$ cat config.mk
export PLATFORM = sky130hd
export DESIGN_NAME = bgs_lerp
export DESIGN_NICKNAME = d
export VERILOG_FILES = /design/src/design/bgs_lerp.sv
export SDC_FILE = /design/constraint.sdc
export NUM_CORES = 2
export LEC_CHECK = 0
export ABC_AREA = 0
export BUFFER_PORTS_ARGS = -buffer_cell sky130_fd_sc_hd__buf_2
export CAP_MARGIN = 10
export CORE_MARGIN = 2
export CORE_UTILIZATION = 50
export DETAILED_ROUTE_END_ITERATION = 7
export PLACE_DENSITY_LB_ADDON = 0.1
export SETUP_SLACK_MARGIN = 0.02
export SYNTH_ARGS = -nofsm -noshare
export SYNTH_HDL_FRONTEND = slang
export SYNTH_SLANG_ARGS = --single-unit
$ cat constraint.sdc
create_clock -name clock -period 8.2 [get_ports clock]
set_clock_uncertainty 0.2 [all_clocks]
set_input_delay 0.41 -clock clock [delete_from_list [all_inputs] [get_ports clock]]
set_output_delay 0.41 -clock clock [all_outputs]
set_load 0.005 [all_outputs]
$ cat src/design/bgs_lerp.sv
// Two-stage linear blend a*(1-f) + b*f, floored to the sample fraction width.
module bgs_lerp #(
   parameter int FRAC_BITS = 16
) (
   input  logic                  clock,
   input  logic signed [31:0]    a,
   input  logic signed [31:0]    b,
   input  logic [FRAC_BITS-1:0]  f,
   output logic signed [31:0]    q
);

   localparam int PW = 34 + FRAC_BITS;
   localparam logic [FRAC_BITS:0] ONE = {1'b1, {FRAC_BITS{1'b0}}};

   logic [FRAC_BITS:0]          wf;
   logic signed [FRAC_BITS+1:0] wa, wb;
   logic signed [PW-1:0]        pa_ff, pa_in, pb_ff, pb_in;
   logic signed [PW:0]          sum;
   logic signed [31:0]          q_ff;

   assign wf    = ONE - {1'b0, f};
   assign wa    = $signed({1'b0, wf});
   assign wb    = $signed({2'b00, f});
   assign pa_in = a * wa;
   assign pb_in = b * wb;

   // a convex blend stays between its corners, so the floored sum fits 32 bits
   assign sum = $signed({pa_ff[PW-1], pa_ff}) + $signed({pb_ff[PW-1], pb_ff});

   always_ff @(posedge clock) begin
      pa_ff <= pa_in;
      pb_ff <= pb_in;
      q_ff  <= sum[FRAC_BITS+31:FRAC_BITS];
   end

   assign q = q_ff;

endmodule

# After elaboration in Yosys (flattened, before gate mapping)
# Index checks and enable logic that the tools add are counted.
[totals] ff_bits=128 inputBits=81 out_inout_bits=32 elab_cells=7
[classes] add_sub_neg=2 mul=2
[ops] cell="$add 48x48->48" n=1
[ops] cell="$mul 32x17->48" n=1
[ops] cell="$mul 32x18->48" n=1
[ops] cell="$sub 17x16->17 const A" n=1

# Logic depth before layout (Yosys ltp)
[depth] ltp_word=2 mapped_depth=33 mapped_depth_nobuf=30

# Worst setup path before layout
# No wires, ideal clock.
[synth_timing] path_kind="input -> register" startpoint="input f[4]" endpoint="register pa_ff[45]" setup_ns=0.072 t_arrival_ns=7.623 required_time_ns=7.928 setup_slack_ns=0.305 stages=31 n_path_buf=2 cell_sequence="clkbuf_1 -> or3_1 -> nor2_2 -> nor4b_2 -> nand2_1 -> or3_1 -> xor2_1 -> clkbuf_1 -> nand2_1 -> fa_1 -> inv_1 -> fa_1 -> inv_1 -> fa_1 -> inv_1 -> fa_1 -> fa_1 -> inv_1 -> fa_1 -> inv_1 -> ha_1 -> a21oi_1 -> nor2b_1 -> o31ai_1 -> o211ai_1 -> nand4_1 -> nand2_1 -> a221o_1 -> a221o_1 -> a21oi_1 -> xnor2_1"
[synth_via] elab_chain_cells=2
[synth_rtl] item="start: declaration" line_no="8" text="input logic [FRAC_BITS-1:0] f,"
[synth_rtl] item="$sub 17x16->17" line_no="21" text="assign wf = ONE - {1'b0, f};"
[synth_rtl] item="$mul 32x18->48" line_no="24" text="assign pa_in = a * wa;"
[synth_rtl] item="named net pa_in[45]" line_no="17" text="logic signed [PW-1:0] pa_ff, pa_in, pb_ff, pb_in;"
[synth_rtl] item="end signal: assignment" line_no="31" text="pa_ff <= pa_in;"
[synth_rtl] item="end: declaration" line_no="17"
# The timed path passes the listed nets, and every way through them passes these cells.

# Worst setup path in the final report
[layout_timing] startpoint="input f[2]" endpoint="register pa_ff[46]"
# The elaborated chain is that of the path after synthesis.

==> metrics.md <==
| Metric | Value |
|---|---|
| Status | `completed` |
| Post-CTS setup buffers | `0` |
| RR Startpoint | `pa_ff[7]` |
| Max Slew Vio Count | `0` |
| Detailed Routing Iterations Pass 1 | `5` |
| Drt drc | `0` |
| Post-route antenna net violation count | `0` |
| Clock Pin Slew Worst Setup and Hold Paths | `60 ps` |
| Synthesized flop and latch total | `128` |
| Worst hold path cell count | `2` |
| R2R depth | `11` |
| Crit-path max FO | `18` |
| Worst slew margin | `29.2%` |
| H-Tree Depth | `4` |
| GPL Wtd Cong | `0.859` |
| Setup ws final | `497 ps` |
| DRT iter0 DRCs | `1,357` |
| Max-cap viol count | `0` |
| Layout cells sized above 1 | `5.82%` |
| Crit start category | `input pin` |
| Std-Cell Rows | `104` |
| Synthesized Nets | `5,877` |
| WHS Endpoint | `pb_ff[0]` |
| CP peak stage delay | `560 ps` |
| CP endpoint kind | `flip-flop` |
| Cell area after layout | `0.0435 mm^2` |
| NumNets Final | `5,898` |
| Pre-CTS setup slack | `-16.9 ps` |
| Endpoints failing setup | `0` |
| Max Root-Sink Buffers | `3` |
| R2r setup slk | `4690 ps` |
| Syn Inst Count | `4,529` |
| Fmax achieved | `130 MHz` |
| Hold WS | `189 ps` |
| Min-delay worst type | `input pin to flip-flop` |
| Main synth FF type | `dfxtp_1` |
| Total CTS buffers | `25` |
| Filler instances | `7,570` |
| EDFF count, synth | `0` |
| Post-detailed-placement half-perimeter wirelength | `82,300 um` |
| # IOs | `113` |
| Hold Vio Cnt, Final | `0` |
| Vias in the first global route | `32,181` |
| Tot GR Track Use | `25.1%` |
| Post-Syn Area | `0.0409 mm^2` |
| IO Port Bufs | `112` |
| Final min period | `7700 ps` |
| Synth cell types | `78` |
| Worst Tran Pin Value | `1060 ps` |
| Register area share after synthesis | `6.27%` |
| First-pass GRT wire length | `167,000 um` |
| Largest net degree at the start of global routing | `36` |
| CORE AREA | `0.0807 mm^2` |
| RSZ-0062 raised after global routing | `no` |
| Synth warn | `0` |
| Syn avg cell area | `9.03 um^2` |
| FFs w/ async S/R, synth | `0%` |
| Setup Crit Path Kind | `input pin to flip-flop` |
| Post-DP Area | `0.0428 mm^2` |
| Initial antenna violation count | `8` |
| Die X | `290 um` |
| Min-delay src | `b[0]` |
| Crit path required time | `8370 ps` |
| Vias | `29,158` |
| Final wirelength | `98,900 um` |
| Period Utilization, post-route | `93.9%` |
| Via-per-instance ratio | `5.19` |
| Slowest CP cell | `fa_1` |
| Arrival time of the worst setup path | `7870 ps` |
| Post-cts hold buffer count | `0` |
| WL/cell | `17.6 um` |
| Initial core utilization | `50.7%` |
| Cell mode on critical path | `fa_1` |
| Grt ovf | `0` |
| Area Overhead vs Synth | `6.45%` |
| Root buf cell | `clkbuf_16` |
| Die area | `0.0841 mm^2` |
| CTS tree | `done` |
| Setup TNS | `0 ps` |
| Clock latency on the worst-skew pair | `480 ps` |
| Die height | `290 um` |
| Critical R2R Capture | `q[31]` |
| Clk sink count | `128` |
-- through the flow --
step / cells / util (%)
floorplan: 4529 / -
global placement: 5583 / 53.1
global route: 5616 / 53.9
CTS: 5616 / 53.9
detailed placement: 5583 / 53.1
finish: 5617 / 53.9
-- critical path, delay by kind of cell --
kind | cells | cell delay [ps]
adders and majority gates | 7 | 3340
buffers and inverters | 7 | 880
xor gates and xnor gates | 2 | 330
AOI/OAI and AO/OA | 5 | 1110
and+or+nand+nor | 9 | 1780
-- synth_stat cells (4+ instances only) --
| master | n | area share, % |
|---|---|---|
| inv_1 | 1130 | 10 |
| fa_1 | 993 | 49 |
| nand2_1 | 684 | 6.3 |
| and2_1 | 446 | 6.8 |
| ha_1 | 274 | 8.4 |
| clkbuf_1 | 189 | 1.7 |
| dfxtp_1 | 128 | 6.3 |
| xnor2_1 | 98 | 2.1 |
| a21oi_1 | 96 | 1.2 |
| nor2_1 | 69 | 0.63 |
| a21o_1 | 58 | 1.1 |
| o21ai_0 | 54 | 0.66 |
| xor2_1 | 47 | 1.0 |
| o21a_1 | 24 | 0.44 |
| nand3_1 | 22 | 0.27 |
| nand4_1 | 17 | 0.26 |
| nor2b_1 | 16 | 0.24 |
| nor3_1 | 14 | 0.17 |
| and3_1 | 13 | 0.20 |
| nand2b_1 | 13 | 0.20 |
| a211oi_1 | 9 | 0.17 |
| a31oi_1 | 9 | 0.14 |
| o211ai_1 | 9 | 0.17 |
| o21bai_1 | 8 | 0.15 |
| o21ai_1 | 7 | 0.086 |
| or3_1 | 6 | 0.092 |
| a221o_1 | 5 | 0.12 |
| o31a_1 | 5 | 0.11 |
| a211o_1 | 4 | 0.086 |
| a21boi_0 | 4 | 0.073 |
| a21oi_2 | 4 | 0.086 |
| a221oi_1 | 4 | 0.086 |
-- routing by layer --
metal / up-vias / part of all wire (%) / global-route usage, %
met5: - / 0.057 / 0
met4: 10 / 3.8 / 8.28
met3: 187 / 4.5 / 3.14
met2: 629 / 51 / 44.3
met1: 15100 / 41 / 31.9
li1: 13232 / - / -
-- logic make-up after synthesis --
family | synth area share (%)
simple gates | 15.7
buf+inv | 12.1
fa+ha+maj | 57.0
compound gates | 5.80
xor+xnor | 3.11
flops | 6.27
mux | 0.0245
-- worst max path at each step --
stage,from,to,cells past startpoint
final,f[2],pa_ff[46],30
after global routing,f[4],pa_ff[45],31
after CTS,f[2],pa_ff[46],31
after detailed placement,f[4],pa_ff[46],31
after global placement,f[2],pa_ff[46],32
after floorplan,f[4],pa_ff[45],31
-- state kept, by name, indices dropped and copies added (netlist names) --
| name | flops |
|---|---|
| pa_ff | 48 |
| q | 32 |
| pb_ff | 48 |
-- cells in the final DEF, fill, tap and decap left out, types with 13 or more instances in the layout --
master,count
nand2_1,684
o21ai_0,54
nor2_1,69
and2_1,446
xnor2_1,91
a21oi_1,96
nor2b_1,16
nand3_1,22
buf_4,63
o21a_1,24
nand2b_1,13
xor2_1,40
clkbuf_16,25
and3_1,13
buf_2,112
ha_1,274
inv_1,1130
nor3_1,14
a21o_1,58
fa_1,993
dfxtp_1,128
nand4_1,17
-- layout make-up --
| cell class | count | area [um^2] | area share (%) |
|---|---|---|---|
| Clock buffer | 31 | 668 | 1.54 |
| Tap cell | 1060 | 1330 | 3.05 |
| Inverter | 1130 | 4240 | 9.75 |
| Timing Repair Buffer | 184 | 1200 | 2.77 |
| Antenna cell | 1 | 2.50 | 0.00575 |
| Multi-Input combinational cell | 3081 | 33500 | 77.0 |
| Sequential cell | 128 | 2560 | 5.89 |
| Clock inverter | 2 | 12.5 | 0.0288 |
-- repair_timing --
action / in CTS / in global routing
endpoints found under the setup margin: 0 / 2
gates resized for setup: 0 / 4
hold endpoints to repair: 0 / 0
Power is left out: the tool's default activity adds up to more than one toggle a clock period on the data nets, which glitch-free logic cannot reach.
