### src/design/bgs_pkg.sv
// Shared types and constants of the bilinear grid sampler.
package bgs_pkg;

   typedef enum logic [0:0] {
      OP_WRITE  = 1'b0,
      OP_SAMPLE = 1'b1
   } opcode_type;

   typedef enum logic [2:0] {
      REG_ORIGIN_X    = 3'd0,
      REG_ORIGIN_Y    = 3'd1,
      REG_INV_CELL    = 3'd2,
      REG_GRID_WIDTH  = 3'd3,
      REG_GRID_HEIGHT = 3'd4
   } reg_index_type;

   localparam logic [31:0] ORIGIN_RESET   = 32'd0;
   localparam logic [31:0] INV_CELL_RESET = 32'd65536;
   localparam logic [6:0]  SIZE_RESET     = 7'd64;

   // Per-axis settings handed to a locate unit.
   typedef struct packed {
      logic [31:0] origin;
      logic [31:0] inv_cell_length;
      logic [6:0]  size;
   } axis_cfg_type;

endpackage

### src/design/bgs_axis.sv
// One axis: scaled offset, floor to cell index, fraction and clamped neighbor indices.
module bgs_axis #(
   parameter int MAX_N     = 64,
   parameter int FRAC_BITS = 16
) (
   input  logic                         clock,
   input  logic signed [31:0]           pos,
   input  bgs_pkg::axis_cfg_type        cfg,
   output logic [$clog2(MAX_N)-1:0]     idx0,
   output logic [$clog2(MAX_N)-1:0]     idx1,
   output logic [FRAC_BITS-1:0]         frac
);

   localparam int IXW = $clog2(MAX_N);
   localparam int PW  = 66;
   localparam int IW  = PW - 2 * FRAC_BITS;

   logic signed [32:0]    d_ff, d_in;
   logic [63:0]           lo_ff, lo_in;
   logic                  neg_ff;
   logic signed [PW-1:0]  prod;
   logic signed [IW-1:0]  cell_ff;
   logic [FRAC_BITS-1:0]  frac_ff, frac_out_ff;
   logic [IXW-1:0]        last_idx;
   logic signed [IW-1:0]  last_s;
   logic                  below, above, at_or_above;
   logic [IXW-1:0]        idx0_ff, idx0_in, idx1_ff, idx1_in;

   assign d_in  = $signed({pos[31], pos}) - $signed({cfg.origin[31], cfg.origin});
   assign lo_in = d_ff[31:0] * cfg.inv_cell_length;

   // d = low32 - sign*2^32, so the sign bit takes inv*2^32 off the product
   assign prod = $signed({2'b00, lo_ff})
               - (neg_ff ? $signed({2'b00, cfg.inv_cell_length, 32'd0}) : {PW{1'b0}});

   always_comb begin
      if (cfg.size == 7'd0) begin
         last_idx = '0;
      end else if (int'(cfg.size) > MAX_N) begin
         last_idx = IXW'(MAX_N - 1);
      end else begin
         last_idx = IXW'(cfg.size - 7'd1);
      end
   end

   assign last_s      = $signed({{(IW - IXW){1'b0}}, last_idx});
   assign below       = cell_ff[IW-1];
   assign above       = cell_ff > last_s;
   assign at_or_above = cell_ff >= last_s;

   always_comb begin
      if (below) begin
         idx0_in = '0;
         idx1_in = '0;
      end else begin
         idx0_in = above ? last_idx : cell_ff[IXW-1:0];
         idx1_in = at_or_above ? last_idx : cell_ff[IXW-1:0] + 1'b1;
      end
   end

   always_ff @(posedge clock) begin
      d_ff        <= d_in;
      lo_ff       <= lo_in;
      neg_ff      <= d_ff[32];
      cell_ff     <= prod[PW-1:2*FRAC_BITS];
      frac_ff     <= prod[2*FRAC_BITS-1:FRAC_BITS];
      idx0_ff     <= idx0_in;
      idx1_ff     <= idx1_in;
      frac_out_ff <= frac_ff;
   end

   assign idx0 = idx0_ff;
   assign idx1 = idx1_ff;
   assign frac = frac_out_ff;

endmodule

### config.mk
export PLATFORM = sky130hd
export DESIGN_NAME = bgs_axis
export DESIGN_NICKNAME = d
export VERILOG_FILES = /design/src/design/bgs_pkg.sv /design/src/design/bgs_axis.sv
export SDC_FILE = /design/constraint.sdc
export NUM_CORES = 2
export LEC_CHECK = 0
export BUFFER_PORTS_ARGS = -buffer_cell sky130_fd_sc_hd__clkbuf_2
export CORE_ASPECT_RATIO = 0.5
export CORE_UTILIZATION = 45
export CTS_BUF_LIST = sky130_fd_sc_hd__clkbuf_2 sky130_fd_sc_hd__clkbuf_4 sky130_fd_sc_hd__clkbuf_8
export CTS_CLUSTER_SIZE = 16
export DETAILED_ROUTE_END_ITERATION = 7
export PLACE_DENSITY = 0.67
export SLEW_MARGIN = 20
export SYNTH_ARGS = -nofsm -noshare
export SYNTH_HDL_FRONTEND = slang
export SYNTH_SLANG_ARGS = --single-unit
### constraint.sdc
create_clock -name clock -period 6.8 [get_ports clock]
set_clock_uncertainty 0.05 [all_clocks]
set_input_delay 0.34 -clock clock [delete_from_list [all_inputs] [get_ports clock]]
set_output_delay 0.34 -clock clock [all_outputs]
set_load 0.01 [all_outputs]
---- Yosys cells after proc, flatten, opt, wreduce, memory -nomap -nowiden ----
Cells that the tools add are included.
W data, S select, Z words.
cells by class
  multipliers ............................. 1
  add/sub/neg operators ................... 4
  reductions and logical operators ........ 1
  shifts and indexed selects .............. 0
  div/mod/pow operators ................... 0
  $lt $le $gt $ge ......................... 3
  eq/ne operators ......................... 0
  bitwise gates (word level) .............. 0
  muxes and demuxes ....................... 5
operator list
  cell                   count
  $sub A64 B64 Y65       1
  $mul A32 B32 Y64       1
  $mux W64               1
  $ge A33 B7 Y1          1
  $gt A33 B7 Y1          1
  $sub A32 B32 Y33       1
  $mux W6                4
  $gt A7 B7 Y1 const B   1
  $logic_not A7 Y1       1
  $add A6 B1 Y6 const B  1
  $sub A6 B1 Y6 const B  1
word-level totals
  output and inout bits ................... 28
  register bits after elaboration ......... 175
  latch bits .............................. 0
  memories ................................ 0
  RAM bits ................................ 0
  input bits .............................. 104
  word-level logic and storage cells ...... 22
  ROM bits ................................ 0

---- Longest topological paths before layout ----
  depth after elaboration ................. 5
  gate-level depth with buffers ........... 29
  gate-level depth less buffers ........... 28

---- Least setup slack after synthesis ----
Ideal clock, no wire load.
  kind .................................... register to register
  start ................................... reg d_ff[28]
  end ..................................... reg lo_ff[63]
  setup slack ............................. -338 ps
  arrival time ............................ 6968 ps
  period minus slack after synthesis ...... 7138 ps
  buffers on the path ..................... 1
  required time ........................... 6629 ps
  cell stages (with the launch flop) ...... 27
  library setup time ...................... 121 ps
  cells stage by stage .................... dfxtp_1 clkbuf_1 nand2_1 fa_1 inv_1 fa_1 inv_1 fa_1 inv_1 fa_1 inv_1 fa_1 fa_1 fa_1 fa_1 inv_1 ha_1 nand4_1 nor4_1 nand2_1 o32ai_2 nor3_2 a22oi_2 a211oi_2 o21ai_2 a21oi_1 xnor2_1
on the way
  cells in the longest elaborated chain, start to end .. 1
RTL lines
  item                    RTL line        source
  start, declared         bgs_axis.sv:18  logic signed [32:0] d_ff, d_in;
  start signal, assigned  bgs_axis.sv:62  d_ff <= d_in;
  $mul A32 B32 Y64        bgs_axis.sv:30  assign lo_in = d_ff[31:0] * cfg.inv_cell_length;
  named net lo_in[63]     bgs_axis.sv:19  logic [63:0] lo_ff, lo_in;
  end signal, assigned    bgs_axis.sv:63  lo_ff <= lo_in;
  end, declared           bgs_axis.sv:19
The timed path passes the listed nets, and every way through them passes these cells.
A chain may end at the register's enable or synchronous reset.

---- Final worst setup path ----
  start ................................... reg d_ff[16]
  end ..................................... reg lo_ff[58]
The elaborated chain is that of the path after synthesis.

==> flow_metrics.tcl <==
set metrics [dict create \
    grt_max_degree 33 \
    cts_tree "done" \
    setup_viol 37 \
    worst_slack_ps -686 \
    post-route-period-util_pct 110 \
    utilization_pct 54.9 \
    num_rows 76 \
    cts_buffer_depth 2 \
    drive_above_1_share_pct 19.4 \
    ys_types 76 \
    port_buffers 131 \
    numCtsBuffers 17 \
    startpoint_type "flop" \
    grt_first_pass_wirelength_um 177000 \
    vias_per_cell 5.13 \
    finalInstanceArea_um2 47800 \
    critical_path_class "flop to flop" \
    wl_per_cell_um 18.2 \
    slew_headroom_pct 44.6 \
    num_io_pins 132 \
    synthArstFlopShare_pct 0 \
    final_nets 6188 \
    cp.required_ps 7190 \
    wl_um 110000 \
    initial_utilization_pct 46.0 \
    critPathMaxStageDelay_ps 560 \
    ant_nets 0 \
    die-area_um2 90300 \
    hold_violations 0 \
    hp-class "primary input to flop" \
    end_kind "flop" \
    ys_seq_area_share_pct 7.94 \
    synth_area_um2 40100 \
    outcome "complete, but fails checks" \
    die_w_um 424 \
    cts.sinks 159 \
    coreArea_um2 87100 \
    setup_tns_ps -13000 \
    dpl.hpwl_um 92500 \
    cap_violations 0 \
    clock-root-buffer "clkbuf_8" \
    antenna_found_initial 3 \
    cts_max_level 4 \
    ys.flop_type "dfxtp_1" \
    whs_ps 61.5 \
    cpMaxStageDelayCell "fa_1" \
    synth_edf_count 0 \
    clkTransAtPathRegs_ps 110 \
    dieHeight_um 213 \
    grt_overflow 0 \
    worst-path-buf-inv 6 \
    drtPass1Iterations 7 \
    yosysWarnings 0 \
    syn_nets 5744 \
    max_freq_ghz 0.134 \
    crit_arrival_ps 7880 \
    drt_iter0_drc 1938 \
    drc 0 \
    rsz0062_at_grt "true" \
    synthToLayoutAreaGrowth_pct 19.4 \
    vias 30974 \
    ys_ff_latch 159 \
    grt_pass1_vias 33170 \
    finalCriticalPeriod_ps 7490 \
    cp_top_family "adder cells" \
    synthCells 4410 \
    place_congestion 0.939 \
    critPathMostFrequentCell "fa_1" \
    avgSynthCellArea_um2 9.09 \
    grtUsageTotal_pct 25.2 \
    finalMaxSlewViolations 0 \
    path_max_fanout 8 \
    insertion_delay_ps 560 \
    violations "setup timing" \
    place_area_um2 45400 \
    worstMarginPinSlew_ps 821 \
]
final timing paths:
check | slack (ps) | cells after the start | to | start
max | -690 | 25 | lo_ff[58] | d_ff[16]
min | 60 | 3 | d_ff[1] | cfg[40]
max reg2reg | -690 | 25 | lo_ff[58] | d_ff[16]
min reg2reg | 280 | 0 | frac[10] | frac_ff[10]
cells by family (layout without fill, tap and decap cells):
kind of cell | after synthesis | count (layout) | synth area share (%)
XOR/XNOR | 112 | 112 | 2.45
AND/OR/NAND/NOR | 1344 | 1344 | 17.0
adder cells (fa/ha/maj) | 1230 | 1230 | 55.2
buffers and inverters | 1194 | 1651 | 11.2
other | 0 | 1 | 0
AO/OA/AOI/OAI | 364 | 364 | 6.00
multiplexers | 7 | 7 | 0.175
flip-flops | 159 | 159 | 7.94
what timing repair did:
item | in CTS | in global routing
resized for setup | 180 | 186
buffers inserted | 48 | 24
hold buffers | 2 | 0
setup endpoints to repair | 39 | 42
endpoints found under the hold margin | 1 | 0
pin swaps | 93 | 98
gates cloned | 1 | 1
through the flow:
stage	std cells	worst slack, ps
after floorplan	4410	-30.4
after global placement	5944	-843
after detailed placement	5944	-911
after CTS	6019	-588
after global routing	6038	-790
final	6038	-686
layout make-up:
cell class	instances	area, µm²
inverters	980	3680
repair buffers	639	5380
fillers	7750	39300
multi-input cells	3057	33600
diodes	1	2.50
well taps	1170	1460
flip-flops and latches	159	3270
clock inverters	15	175
clock buffers	17	234
metal layers:
layer / vias to the layer above / global-route usage [%] / part of all wire (%)
met5: - / 0 / 0
met4: 0 / 8.04 / 3.3
met3: 170 / 3.06 / 5.5
met2: 803 / 43.7 / 50
met1: 16050 / 32.9 / 41
li1: 13951 / - / -
sequential cells by signal (all words and copies together) (netlist names):
signal   count
lo_ff       48
cell_ff     33
d_ff        33
frac        16
frac_ff     16
idx0         6
idx1         6
neg_ff       1
synth_stat cells, types with 3 or more instances:
cell type	n	share of area, %
inv_1	980	9.2
fa_1	897	45
and2_1	575	9.0
nand2_1	554	5.2
ha_1	333	10
clkbuf_1	209	2.0
dfxtp_1	159	7.9
a21oi_1	119	1.5
nor2_1	81	0.76
xnor2_1	73	1.6
o21ai_0	64	0.80
a21o_1	48	0.90
xor2_1	39	0.85
nand4_1	28	0.44
nor2b_1	21	0.33
nor3_1	17	0.21
o21a_1	17	0.32
a211oi_1	14	0.26
nand3_1	14	0.17
o21bai_1	14	0.26
nor4_1	11	0.17
a31oi_1	10	0.16
nand2b_1	10	0.16
and3_1	9	0.14
o21ai_1	8	0.10
mux2i_1	7	0.17
a221oi_1	6	0.13
o211ai_1	6	0.11
a221o_1	5	0.12
a211o_1	4	0.087
a21boi_0	4	0.075
buf_2	4	0.050
o22ai_1	4	0.062
o31ai_1	4	0.075
or2_2	4	0.062
or4_1	4	0.075
a311o_1	3	0.075
nand3b_1	3	0.056
o21ai_2	3	0.066
worst register-to-register path, stage by stage (launching register included):
cell	delay, ps
dfxtp_4	380
buf_12	150
buf_12	150
and2_1	170
fa_1	470
fa_1	560
inv_2	60
fa_1	510
fa_1	520
inv_1	60
fa_1	550
fa_1	430
fa_1	480
fa_1	540
ha_4	230
buf_4	150
nand2_2	60
o21ai_2	80
a32oi_2	300
o32ai_4	150
nor3_4	450
a22oi_2	220
buf_4	180
a21boi_2	150
nor2b_1	60
o41a_1	310
layout by cell type, fill, tap and decap left out, drive strengths merged, types with 9 or more instances in the layout:
cell type / count
buf: 504
nor3: 19
a211oi: 15
fa: 897
nand4: 28
xor2: 39
nand2: 555
nand3: 14
nor2b: 21
nor2: 82
and2: 575
o21a: 17
a31oi: 12
a21oi: 120
and3: 9
xnor2: 73
o21bai: 14
ha: 333
nor4: 12
inv: 987
a21o: 49
clkbuf: 149
nand2b: 10
o21ai: 76
dfxtp: 159
Power is left out: the tool's default activity adds up to more than one toggle a clock period on the data nets, which glitch-free logic cannot reach.
